$ cat src/rtl/core/fsrq_pkg.sv
// Shared types, constants and codes of the fair-share run queue.
`timescale 1ns / 1ps
package fsrq_pkg;

    localparam int TASK_W  = 4;
    localparam int OP_W    = 3;
    localparam int PRIO_W  = 7;
    localparam int DELTA_W = 32;
    localparam int RT_W    = 64;
    localparam int CFG_W   = 20;
    localparam int STAT_W  = 2;
    localparam int QCNT_W  = 5;
    localparam int CIDX_W  = 2;

    localparam int DEF_MAX_TASKS = 16;

    localparam logic [CFG_W-1:0] LATENCY_RST = 20'd10000;
    localparam logic [CFG_W-1:0] GRAN_RST    = 20'd1000;
    localparam logic [CFG_W-1:0] TICK_RST    = 20'd1000;

    localparam logic [OP_W-1:0] OP_REGISTER = 3'd0;
    localparam logic [OP_W-1:0] OP_ENQUEUE  = 3'd1;
    localparam logic [OP_W-1:0] OP_DEQUEUE  = 3'd2;
    localparam logic [OP_W-1:0] OP_PICK     = 3'd3;
    localparam logic [OP_W-1:0] OP_CHARGE   = 3'd4;
    localparam logic [OP_W-1:0] OP_TICK     = 3'd5;

    localparam logic [STAT_W-1:0] STAT_OK         = 2'd0;
    localparam logic [STAT_W-1:0] STAT_EMPTY      = 2'd1;
    localparam logic [STAT_W-1:0] STAT_NOT_QUEUED = 2'd2;
    localparam logic [STAT_W-1:0] STAT_UNKNOWN    = 2'd3;

    localparam logic [CIDX_W-1:0] CFG_LATENCY = 2'd0;
    localparam logic [CIDX_W-1:0] CFG_GRAN    = 2'd1;
    localparam logic [CIDX_W-1:0] CFG_TICK    = 2'd2;

    typedef enum logic [1:0] {
        CMD_NONE,
        CMD_REMOVE,
        CMD_INSERT
    } cmd_op_t;

    typedef struct packed {
        logic              valid;
        logic [TASK_W-1:0] id;
        logic [RT_W-1:0]   key;
    } cell_t;

    typedef struct packed {
        cmd_op_t           op;
        logic [TASK_W-1:0] id;
        logic [RT_W-1:0]   key;
    } cmd_t;

    typedef enum logic [3:0] {
        S_IDLE,
        S_EXEC,
        S_UPD,
        S_TSTART,
        S_TWAIT,
        S_DECIDE,
        S_REMOVE,
        S_INSERT,
        S_FSTART,
        S_FWAIT,
        S_DONE
    } state_t;

endpackage

$ cat src/rtl/core/fsrq_div.sv
// Restoring divider, one quotient bit per cycle, for the slice computation.
`timescale 1ns / 1ps
module fsrq_div
    import fsrq_pkg::*;
#(
    parameter int DIVW = 5
) (
    input  logic             clk,
    input  logic             rst_n,
    input  logic             start,
    input  logic [CFG_W-1:0] dividend,
    input  logic [DIVW-1:0]  divisor,
    output logic             done,
    output logic [CFG_W-1:0] quotient
);

    localparam int STEP_W = $clog2(CFG_W + 1);

    logic              busy_reg;
    logic              busy_next;
    logic              done_reg;
    logic              done_next;
    logic [STEP_W-1:0] step_reg;
    logic [STEP_W-1:0] step_next;
    logic [DIVW-1:0]   rem_reg;
    logic [DIVW-1:0]   rem_next;
    logic [DIVW-1:0]   div_reg;
    logic [DIVW-1:0]   div_next;
    logic [CFG_W-1:0]  quo_reg;
    logic [CFG_W-1:0]  quo_next;
    logic [DIVW:0]     trial;
    logic [DIVW:0]     diff;
    logic              fits;

    assign trial = {rem_reg, quo_reg[CFG_W-1]};
    assign diff  = trial - {1'b0, div_reg};
    assign fits  = trial >= {1'b0, div_reg};

    always_comb
    begin
        busy_next = busy_reg;
        done_next = 1'b0;
        step_next = step_reg;
        rem_next  = rem_reg;
        div_next  = div_reg;
        quo_next  = quo_reg;
        if (start)
        begin
            busy_next = 1'b1;
            step_next = '0;
            rem_next  = '0;
            div_next  = divisor;
            quo_next  = dividend;
        end
        else if (busy_reg)
        begin
            rem_next  = fits ? diff[DIVW-1:0] : trial[DIVW-1:0];
            quo_next  = {quo_reg[CFG_W-2:0], fits};
            step_next = step_reg + 1'b1;
            if (step_reg == STEP_W'(CFG_W - 1))
            begin
                busy_next = 1'b0;
                done_next = 1'b1;
            end
        end
    end

    always_ff @(posedge clk or negedge rst_n)
    begin
        if (!rst_n)
        begin
            busy_reg <= 1'b0;
            done_reg <= 1'b0;
            step_reg <= '0;
        end
        else
        begin
            busy_reg <= busy_next;
            done_reg <= done_next;
            step_reg <= step_next;
        end
    end

    always_ff @(posedge clk)
    begin
        rem_reg <= rem_next;
        div_reg <= div_next;
        quo_reg <= quo_next;
    end

    assign done     = done_reg;
    assign quotient = quo_reg;

endmodule

$ cat config.mk
export PLATFORM = sky130hd
export DESIGN_NAME = fsrq_div
export DESIGN_NICKNAME = d
export VERILOG_FILES = /design/src/rtl/core/fsrq_pkg.sv /design/src/rtl/core/fsrq_div.sv
export SDC_FILE = /design/constraint.sdc
export NUM_CORES = 1
export LEC_CHECK = 0
export BUFFER_PORTS_ARGS = -buffer_cell sky130_fd_sc_hd__buf_4
export CAP_MARGIN = 15
export CELL_PAD_IN_SITES_DETAIL_PLACEMENT = 1
export CELL_PAD_IN_SITES_GLOBAL_PLACEMENT = 1
export CORE_ASPECT_RATIO = 0.7
export CORE_MARGIN = 2
export CORE_UTILIZATION = 36
export DETAILED_ROUTE_END_ITERATION = 6
export PLACE_DENSITY = 0.85
export SYNTH_ARGS = -nofsm -noshare
export SYNTH_HDL_FRONTEND = slang
export SYNTH_SLANG_ARGS = --single-unit
$ cat constraint.sdc
create_clock -name clk -period 2.15 [get_ports clk]
set_input_delay 0.3225 -clock clk [delete_from_list [all_inputs] [get_ports clk]]
set_output_delay 0.3225 -clock clk [all_outputs]
set_load 0.01 [all_outputs]
# == Word-level counts from Yosys, hierarchy flattened ==
# Cells that the tools add are included.
# totals
ramBits,0
word_cells,22
latch_bits,0
memories,0
reg_bits,37
mem_bits_ro,0
inputBits,28
# classes
div_mod_pow,0
magnitude_cmp,1
add_sub_neg,2
eq_ne,1
muxes,11
mul,0
n_shift,0
n_bitwise,0
n_reduce_logical,1
# op_table
cell,n
two-way mux 20 bit,2
two-way mux 5 bit,3
>= comparator 6 x 5 -> 1 bit,1
two-way mux 1 bit,6
"adder 5 x 1 -> 5 bit, second input constant",1
"== test 5 bit, second input constant",1
subtractor 5 bit,1
nonzero test 2 bit,1

# == Depth between registers and ports, before layout ==
# Gate-level depths: netlist (run 1).
# logic_depth
ltp_word,4
depth_mapped,8

# == Worst setup path before layout (run 1) ==
# Ideal clock, no wire load.
# synth_path
path_type,reg-to-reg
start,"register quo_reg[19], in the netlist quotient[19]"
end,register rem_reg[4]
setup_ns,0.117
path_stages_with_launch,9
t_required_ns,2.033
t_arrival_ns,1.962
slack_ns,0.071
period_less_slack_ns,2.079
path_buffers,0
cell_sequence,edfxtp_1 inv_1 ha_1 inv_1 fa_1 a21oi_4 a21oi_2 or3_1 a32o_1
# synth_between
elab_chain_len,2
word_cells_on_any_way,3
# synth_rtl
item,line_no,text
from (decl),fsrq_div.sv:29,logic [CFG_W-1:0] quo_reg;
from (signal assigned),fsrq_div.sv:88,quo_reg <= quo_next;
subtractor 5 bit or >= comparator 6 x 5 -> 1 bit (tied branches),"fsrq_div.sv:36, fsrq_div.sv:37",
two-way mux 5 bit (*),fsrq_div.sv:57,rem_next = fits ? diff[DIVW-1:0] : trial[DIVW-1:0];
to (signal assigned),fsrq_div.sv:86,rem_reg <= rem_next;
to (decl),fsrq_div.sv:25,logic [DIVW-1:0] rem_reg;
# Every way passes the cells marked *; elsewhere a longest branch is shown, timed or not.
# A chain may end at the register's enable or synchronous reset.

# == Final worst setup path (run 1) ==
# Ends and elaborated chain as after synthesis.

==> metrics, run 1 <==
fin crit period=2.10 ns; power share of the combinational group=0.326; Setup CP Type=reg2reg; Die ar.=5410 sq um; Yosys Warn Count=0; M2 GR Usage=0.214; Flop pwr share=0.450; gr ovfl total=0; Worst Path Required=2.33 ns; Core Region=4700 sq um; drt wl/cell=15.7 microns; Main synth FF type=edfxtp_1; crit share post-route=0.979; Clk network pwr share=0.224; Starting Density=0.370; drt drc=0; HPWL Detailed=2.78 mm; GR met3 Demand/Resource=0.0372; Design Area, Final=2310 sq um; P_int=1.44 mW; met1 layer usage reported by global route=0.221; Die W=87.0 microns; Ports=49; share of the synthesized area in the top cell type=0.432; RSZ-0062 raised after global routing=yes; input/output buffers=48; H-Tree Depth=2; final setup vio count=0; first-pass GRT wire length=6.09 mm; Yosys top cell by area=edfxtp_1; Detailed Routing Iterations Pass 1=4; Worst Max-Slew Pin Slew=0.448 ns; worst-path fanout max=6; antenna viol nets, final=0; Synth-to-Final Area Change=33.2%; Non-Filler Instances=248; max_cap viols=0; Syn Inst Count=133; PD cells=914 nW/um^2; share of cells above drive strength 1=0.461; Final Max Tran Viols=0; worst hold path cell count=1; worst path cell trace=inv_2 -> ha_4 -> inv_1 -> fa_2 -> a21oi_4 -> a21oi_4 -> or3_1 -> a32o_1; Pleak=0.989 nW; Post-synth EDFFs=25; Yosys cell types=34; drt first-iter violations=95; Placed Instance Area=2160 sq um; TritonCTS Sinks=37; status=complete, no violations; worst skew pair latency=0.28 ns; DR vias/cell=4.95; relative slew slack=0.701; final number of hold-violating endpoints=0; CP arrival=2.28 ns; Antenna Cells=0; count leader, synth=edfxtp_1; max reg flops=20; most used routing layer=met1; synth cell count leaders=edfxtp_1 (25), mux2_2 (19), nor2_1 (10); largest net degree at the start of global routing=38; register bit count reported by yosys=37; Net Sw Frac=0.318; Most common cell on crit path=a21oi_4; post-layout util=0.492; clk root buf=clkbuf_8; worst hold margin=0.209 ns; total CTS buffers=5; Buf/Inv on CP=2; final WL=3.89 mm; CP endpoint kind=flop; Mapped Area=1740 sq um; cell count after placement=235; initial antenna violation count=0; Critical Path Start Type=flop; final net count=225; Cell Rows=21; vias in the first global route=1208; Max clock buf depth=2; CTS tree=built; Synth Net Count=168; vias=1227; Peak VDD IR=355 uV; top cells by area, synth=edfxtp_1 (43%), mux2_2 (12%), dfrtp_1 (10%); Switch Pwr=673 uW; Peak Freq=475 MHz; CP max stage delay=0.41 ns; hold crit path type=in2reg; skew final=0.00455 ns; Reg clk slew, reported paths=0.07 ns; Crit path depth=8; GRT Util Overall=0.150; gp weighted congestion=0.757; Top delay family on crit path=compound AO/OA/AOI/OAI gates; cells on worst reg2reg path=8; height of the die=62.1 microns; FFs w/ async S/R, synth=0.189; sequential share of the synthesized area=0.590; Crit-path slowest cell=edfxtp_1; Syn Area/Cell=13.1 sq um
[what timing repair did]
| action | CTS | global route |
|---|---|---|
| endpoints found under the setup margin | 2 | 2 |
| hold endpoints to repair | 7 | 0 |
| hold buffers | 1 | 0 |
| gates cloned | 0 | 0 |
| pin swaps | 0 | 4 |
| resized for setup | 1 | 5 |
| setup buffers | 0 | 4 |
[placed cells by master (no fill, tap or decap), types with 4 or more instances in the layout]
master / instances
buf_4: 53
clkbuf_8: 5
dfrtp_1: 7
dfxtp_1: 5
edfxtp_1: 25
ha_1: 5
inv_1: 8
mux2_2: 19
nand2_1: 8
nand3_1: 5
nor2_1: 10
xor2_1: 4
[kinds of logic (layout without fill, tap and decap cells)]
family	after synthesis	in the layout	share of synthesized area
DFF	37	37	0.590
and+or+nand+nor	33	33	0.0914
muxes	21	21	0.135
AOI/OAI and AO/OA	17	17	0.0756
buffers and inverters	13	71	0.0281
adders and majority gates	7	7	0.0547
xor gates and xnor gates	5	5	0.0252
[worst reg2reg max path: cells and delay by family, from the launching register on]
kind | cells | cell delay [ns]
adders and majority gates | 2 | 0.53
AOI/OAI and AO/OA | 3 | 0.56
and+or+nand+nor | 1 | 0.35
DFF | 1 | 0.41
buffers and inverters | 2 | 0.16
[power groups by stage]
| stage | clock network, mW | registers, mW | logic (mW) |
|---|---|---|---|
| detailed placement | 0 | 0.965 | 0.639 |
| floorplan | 0 | 0.970 | 0.400 |
| finish | 0.474 | 0.952 | 0.690 |
| global route | 0.522 | 0.969 | 0.766 |
| CTS | 0.491 | 0.951 | 0.650 |
| global placement | 0 | 0.961 | 0.621 |
[final timing paths]
check	slack [ns]	from	end
max	0.05	quotient[19]$_DFFE_PP_	rem_reg[4]$_SDFFE_PP0P_
min	0.21	divisor[2]	div_reg[2]$_DFFE_PP_
max reg2reg	0.05	quotient[19]$_DFFE_PP_	rem_reg[4]$_SDFFE_PP0P_
min reg2reg	0.49	rem_reg[4]$_SDFFE_PP0P_	rem_reg[4]$_SDFFE_PP0P_
max in group asynchronous	1.65	rst_n	step_reg[2]$_DFFE_PN0P_
min in group asynchronous	0.38	rst_n	step_reg[0]$_DFFE_PN0P_
[final cells by class]
type,instances,area (sq um)
Fill cell,496,2390
Clock inverter,3,17.5
Multi-Input combinational cell,83,689
Tap cell,57,71.3
Clock buffer,5,68.8
Inverter,9,33.8
Timing Repair Buffer,54,408
Sequential cell,37,1030
[per-layer routing]
metal  routed length (microns)  up-vias
met5                         0        -
met4                        53        0
met3                       115        5
met2                      1860       17
met1                      1870      606
li1                          -      599
[per-stage QoR]
| stage | setup slack [ns] | power, mW | setup TNS, ns |
|---|---|---|---|
| finish | 0.0457 | 2.12 | 0 |
| CTS | 0.0397 | 2.09 | 0 |
| global placement | 0.0773 | 1.58 | 0 |
| global route | -0.0373 | 2.26 | -0.0656 |
| detailed placement | -0.0301 | 1.60 | -0.0301 |
| floorplan | 0.0705 | 1.37 | 0 |
No activity file was read; power rests on OpenSTA's default activity.
==> run 2, diff against run 1 <==
--- a/config.mk
+++ b/config.mk
@@ -14,6 +14,7 @@
 export CORE_UTILIZATION = 36
 export DETAILED_ROUTE_END_ITERATION = 6
 export PLACE_DENSITY = 0.85
+export SETUP_SLACK_MARGIN = 0.1
 export SYNTH_ARGS = -nofsm -noshare
 export SYNTH_HDL_FRONTEND = slang
 export SYNTH_SLANG_ARGS = --single-unit
==> metrics, run 2 (same netlist as run 1, synthesis figures left out) <==
status=complete, no violations (unchanged); final setup vio count=0 (unchanged); final number of hold-violating endpoints=0 (unchanged); Hold Path Sink=div_reg[4]$_DFFE_PP_ (was div_reg[2]$_DFFE_PP_); Setup CP Type=reg2reg (unchanged); register area=1030 sq um (unchanged); skew final=0.00707 ns (was 0.00455 ns); hold crit path type=in2reg (unchanged); crit share post-route=0.924 (was 0.979); worst reg2reg endpoint=quotient[0]$_DFFE_PP_ (was rem_reg[4]$_SDFFE_PP0P_); Sum Neg Setup Slack=0 ns (unchanged); height of the die=62.1 microns (unchanged); worst-path fanout max=4 (was 6); most common cell after layout, fill and taps aside=buf_4 (unchanged); Cell Rows=21 (unchanged); H-Tree Depth=2 (unchanged); drt drc=0 (unchanged); antenna viol nets, final=0 (unchanged); Final Max Tran Viols=0 (unchanged); share of cells above drive strength 1=0.466 (was 0.461); Non-Filler Instances=250 (was 248); fin crit period=1.99 ns (was 2.10 ns); Crit-path slowest cell=edfxtp_1 (unchanged); Design Area, Final=2330 sq um (was 2310 sq um); clk root buf=clkbuf_8 (unchanged); first-pass GRT wire length=6.33 mm (was 6.09 mm); total CTS buffers=5 (unchanged); max_cap viols=0 (unchanged); worst path cell trace=inv_2 -> ha_4 -> inv_2 -> fa_2 -> a21oi_4 -> a21oi_4 -> buf_4 -> nor3_1 -> a21oi_1 (was inv_2 -> ha_4 -> inv_1 -> fa_2 -> a21oi_4 -> a21oi_4 -> or3_1 -> a32o_1); hold path startpoint=divisor[4] (was divisor[2]); Core Region=4700 sq um (unchanged); initial antenna violation count=0 (unchanged); area occupied by multi-input gates=686 sq um (was 689 sq um); DR vias/cell=5.04 (was 4.95); cell count after placement=235 (unchanged); FILL cells=503 (was 496); Reg clk slew, reported paths=0.08 ns (was 0.07 ns); vias in the first global route=1224 (was 1208); gr ovfl total=0 (unchanged); relative slew slack=0.711 (was 0.701); Ports=49 (unchanged); Detailed Routing Iterations Pass 1=4 (unchanged); worst hold margin=0.209 ns (about the same); RSZ-0062 raised after global routing=no (was yes); Die ar.=5410 sq um (unchanged); Synth-to-Final Area Change=33.8% (was 33.2%); TritonCTS Sinks=37 (unchanged); worst skew pair latency=0.28 ns (about the same); Placed Instance Area=2160 sq um (about the same); HPWL Detailed=2.92 mm (was 2.78 mm); post-layout util=0.495 (was 0.492); Max clock buf depth=2 (unchanged); input/output buffers=48 (unchanged); Peak Freq=503 MHz (was 475 MHz); max reg flops=20 (unchanged); worst hold path cell count=1 (unchanged); CP max stage delay=0.40 ns (was 0.41 ns); most frequent cells in the layout=buf_4 (55), edfxtp_1 (25), mux2_2 (19) (was buf_4 (53), edfxtp_1 (25), mux2_2 (19)); drt first-iter violations=75 (was 95); Peak VDD IR=373 uV (was 355 uV); Starting Density=0.370 (unchanged); PD cells=921 nW/um^2 (was 914 nW/um^2); vias=1259 (was 1227); gp weighted congestion=0.752 (was 0.757); Critical Path Start Type=flop (unchanged); reg-to-reg startpoint=quotient[19]$_DFFE_PP_ (unchanged); Antenna Cells=0 (unchanged); Die W=87.0 microns (unchanged); final WL=3.98 mm (was 3.89 mm); largest net degree at the start of global routing=38 (unchanged); drt wl/cell=15.9 microns (was 15.7 microns); cells on worst reg2reg path=9 (was 8); CP arrival=2.01 ns (was 2.28 ns); final net count=227 (was 225); GRT Util Overall=0.155 (was 0.150); CP endpoint kind=flop (unchanged); Worst Max-Slew Pin Slew=0.433 ns (was 0.448 ns); reg-to-reg slack, setup=0.16 ns (was 0.05 ns); Worst Path Required=2.17 ns (was 2.33 ns); Pleak=0.996 nW (was 0.989 nW); CTS tree=built (unchanged)
## run 2: final cells by class
class / instances / share of cell area
inverters: 9 / 0.0145
repair buffers: 56 / 0.182
multi-input cells: 83 / 0.295
flip-flops and latches: 37 / 0.441
clock inverters: 3 / 0.00753
clock buffers: 5 / 0.0296
well taps: 57 / 0.0307
## run 2: worst max path at each step
| stage | startpoint | slack [ns] | depth (start not counted) | to |
|---|---|---|---|---|
| 6_report | quotient[19]$_DFFE_PP_ | 0.16 | 9 | quotient[0]$_DFFE_PP_ |
| 2_1_floorplan | quotient[19]$_DFFE_PP_ | 0.14 | 8 | rem_reg[4]$_SDFFE_PP0P_ |
| 3_3_place_gp | quotient[19]$_DFFE_PP_ | 0.16 | 8 | rem_reg[4]$_SDFFE_PP0P_ |
| 5_1_grt | quotient[19]$_DFFE_PP_ | 0.1 | 9 | quotient[0]$_DFFE_PP_ |
| 3_5_place_dp | quotient[19]$_DFFE_PP_ | 0.08 | 8 | rem_reg[4]$_SDFFE_PP0P_ |
| 4_1_cts | quotient[19]$_DFFE_PP_ | 0.1 | 8 | rem_reg[4]$_SDFFE_PP0P_ |
## run 2: layer usage
metal,global-route usage,wire length (microns),vias to the layer above
met4,0.0645,37,0
met2,0.246,2020,15
met1,0.205,1850,637
li1,-,-,603
met3,0.0319,78,4
met5,0,0,-
## run 2: where the power goes
| part | switching (mW) | total, mW | leakage [nW] | internal (mW) |
|---|---|---|---|---|
| Combinational | 0.359 | 0.718 | 0.560 | 0.359 |
| Sequential | 0.0753 | 0.953 | 0.392 | 0.878 |
| Clock | 0.248 | 0.471 | 0.0439 | 0.224 |
| Total | 0.682 | 2.14 | 0.996 | 1.46 |
## run 2: metrics by stage
step	power [mW]	setup slack, ns
finish	2.14	0.163
global route	2.27	0.0977
CTS	2.14	0.0997
detailed placement	1.61	0.0751
global placement	1.59	0.156
floorplan	1.37	0.138
## run 2: what timing repair did
item                       in CTS  in global routing
hold buffers                    1                  0
setup endpoints to repair       1                  1
setup buffers                   4                  2
pin swaps                       6                  4
hold endpoints to repair        7                  0
gates resized for setup         5                  0
## run 2: worst max-delay path, delay by kind of cell, from the launching register on
family	cells	cell delay [ns]
fa+ha+maj	2	0.49
flops	1	0.40
compound gates	3	0.34
buf+inv	3	0.26
simple gates	1	0.24
==> run 3, diff against run 2 <==
--- a/config.mk
+++ b/config.mk
@@ -11,9 +11,9 @@
 export CELL_PAD_IN_SITES_GLOBAL_PLACEMENT = 1
 export CORE_ASPECT_RATIO = 0.7
 export CORE_MARGIN = 2
-export CORE_UTILIZATION = 36
+export CORE_UTILIZATION = 40
 export DETAILED_ROUTE_END_ITERATION = 6
-export PLACE_DENSITY = 0.85
+export PLACE_DENSITY = 0.89
 export SETUP_SLACK_MARGIN = 0.1
 export SYNTH_ARGS = -nofsm -noshare
 export SYNTH_HDL_FRONTEND = slang
==> constraint.sdc (replaced) <==
create_clock -name clk -period 2.14 [get_ports clk]
set_input_delay 0.321 -clock clk [delete_from_list [all_inputs] [get_ports clk]]
set_output_delay 0.321 -clock clk [all_outputs]
set_load 0.01 [all_outputs]
==> metrics, run 3 (same netlist as run 1, synthesis figures left out) <==
status=complete, no violations (unchanged); Crit. Startpoint=quotient[19]$_DFFE_PP_ (unchanged); Total Power=2.18 mW (was 2.14 mW); Placed Instance Area=2160 sq um (about the same); Synth-to-Final Area Change=34.4% (was 33.8%); vias=1225 (was 1259); Ports=49 (unchanged); reg-to-reg startpoint=quotient[19]$_DFFE_PP_ (unchanged); max reg flops=20 (unchanged); Die W=82.8 microns (was 87.0 microns); CP arrival=2.20 ns (was 2.01 ns); H-Tree Depth=2 (unchanged); P_int=1.47 mW (was 1.46 mW); Net Sw Frac=0.327 (was 0.318); Starting Density=0.409 (was 0.370); total CTS buffers=5 (unchanged); initial antenna violation count=0 (unchanged); first-pass GRT wire length=6.73 mm (was 6.33 mm); drt first-iter violations=61 (was 75); Flop pwr share=0.438 (was 0.445); Worst Max-Slew Pin Slew=0.439 ns (was 0.433 ns); M1 WL=1.82 mm (was 1.85 mm); relative slew slack=0.707 (was 0.711); final number of hold-violating endpoints=0 (unchanged); Setup CP Type=reg2reg (unchanged); skew final=0.00341 ns (was 0.00707 ns); dpl ws=0.0232 ns (was 0.0751 ns); Final Max Tran Viols=0 (unchanged); max layer used=met4 (unchanged); Peak VDD IR=487 uV (was 373 uV); fin crit period=2.01 ns (was 1.99 ns); met2 WL=2.28 mm (was 2.02 mm); HPWL Detailed=3.13 mm (was 2.92 mm); Core Region=4250 sq um (was 4700 sq um); Design Area, Final=2340 sq um (was 2330 sq um); gr ovfl total=0 (unchanged); height of the die=59.2 microns (was 62.1 microns); clk root buf=clkbuf_8 (unchanged); final worst setup slack=0.125 ns (was 0.163 ns); Clk network pwr share=0.218 (was 0.220); final net count=227 (unchanged); TritonCTS Sinks=37 (unchanged); drt wl/cell=17.5 microns (was 15.9 microns); most frequent cells in the layout=buf_4 (55), edfxtp_1 (25), mux2_2 (19) (unchanged); Non-Filler Instances=248 (was 250); power share of the combinational group=0.344 (was 0.335); crit share post-route=0.941 (was 0.924); worst skew pair latency=0.29 ns (was 0.28 ns); FILL cells=447 (was 503); Critical Path Start Type=flop (unchanged); hold path startpoint=divisor[3] (was divisor[4]); Pleak=1.00 nW (was 0.996 nW); reg-to-reg slack, setup=0.13 ns (was 0.16 ns); drt drc=0 (unchanged); CP endpoint kind=flop (unchanged); DR vias/cell=4.94 (was 5.04); Peak Freq=496 MHz (was 503 MHz); Die ar.=4900 sq um (was 5410 sq um); Antenna Cells=0 (unchanged); worst-path fanout max=3 (was 4); Max clock buf depth=2 (unchanged); hold crit path type=in2reg (unchanged); cell count after placement=233 (was 235); max_cap viols=0 (unchanged); Worst Path Required=2.33 ns (was 2.17 ns); met3 wire length=149 microns (was 78 microns); most common cell after layout, fill and taps aside=buf_4 (unchanged); Sum Neg Setup Slack=0 ns (unchanged); GRT Util Overall=0.194 (was 0.155); Cell Rows=20 (was 21); largest net degree at the start of global routing=38 (unchanged); final setup vio count=0 (unchanged); Switch Pwr=715 uW (was 682 uW); CTS tree=built (unchanged); Reg clk slew, reported paths=0.08 ns (about the same); share of cells above drive strength 1=0.477 (was 0.466); antenna viol nets, final=0 (unchanged); final WL=4.33 mm (was 3.98 mm); vias in the first global route=1377 (was 1224); Detailed Routing Iterations Pass 1=4 (unchanged); input/output buffers=48 (unchanged); RSZ-0062 raised after global routing=yes (was no); PD cells=935 nW/um^2 (was 921 nW/um^2); gp weighted congestion=0.809 (was 0.752)
run 3: changes by cell type in the layout (fill, tap and decap cells not counted), sizes merged:
cell / previous run / this run
clkbuf: 5 / 6
clkinvlp: 1 / 0
run 3: power by group through the flow:
| stage | logic [mW] | clock network (mW) | registers [mW] |
|---|---|---|---|
| floorplan | 0.403 | 0 | 0.975 |
| global placement | 0.612 | 0 | 0.960 |
| detailed placement | 0.655 | 0 | 0.970 |
| CTS | 0.731 | 0.495 | 0.957 |
| global route | 0.804 | 0.522 | 0.973 |
| finish | 0.750 | 0.477 | 0.957 |
run 3: layout make-up:
type,instances,area [sq um],share of cell area
Tap cell,55,68.8,0.0295
Inverter,9,33.8,0.0145
Timing Repair Buffer,56,423,0.181
Clock inverter,2,10.0,0.00428
Clock buffer,6,72.6,0.0311
Multi-Input combinational cell,83,702,0.300
Sequential cell,37,1030,0.439
run 3: stage by stage:
stage                     hold slack [ns]  utilization
after floorplan                    0.0254            -
after global placement              0.138        0.508
after detailed placement            0.141        0.508
after CTS                           0.192        0.547
after global routing                0.190        0.549
final                               0.204        0.549
run 3: worst paths after layout:
kind / endpoint / cells past startpoint
max in group asynchronous: busy_reg$_DFF_PN0_ / 2
setup / recovery: rem_reg[4]$_SDFFE_PP0P_ / 8
hold / removal: div_reg[3]$_DFFE_PP_ / 1
setup reg to reg: rem_reg[4]$_SDFFE_PP0P_ / 8
hold reg to reg: rem_reg[4]$_SDFFE_PP0P_ / 1
min in group asynchronous: step_reg[4]$_DFFE_PN0P_ / 2
run 3: what timing repair did:
| item | in CTS | in global routing |
|---|---|---|
| endpoints found under the setup margin | 2 | 6 |
| pin swaps | 6 | 5 |
| hold buffers | 1 | 0 |
| endpoints found under the hold margin | 7 | 0 |
| setup buffers | 6 | 0 |
| gates resized for setup | 6 | 3 |
run 3: metal layers:
layer,track usage,up-vias
met2,0.327,26
met1,0.234,594
met4,0.0867,0
met3,0.0518,7
li1,-,598
met5,0,-
run 3: worst max-delay path, stage by stage, from the launching register on:
cell,delay (ns)
edfxtp_1,0.42
inv_2,0.10
ha_4,0.13
inv_2,0.04
fa_2,0.37
a21oi_4,0.18
a21oi_4,0.08
or3_1,0.35
a32o_1,0.25
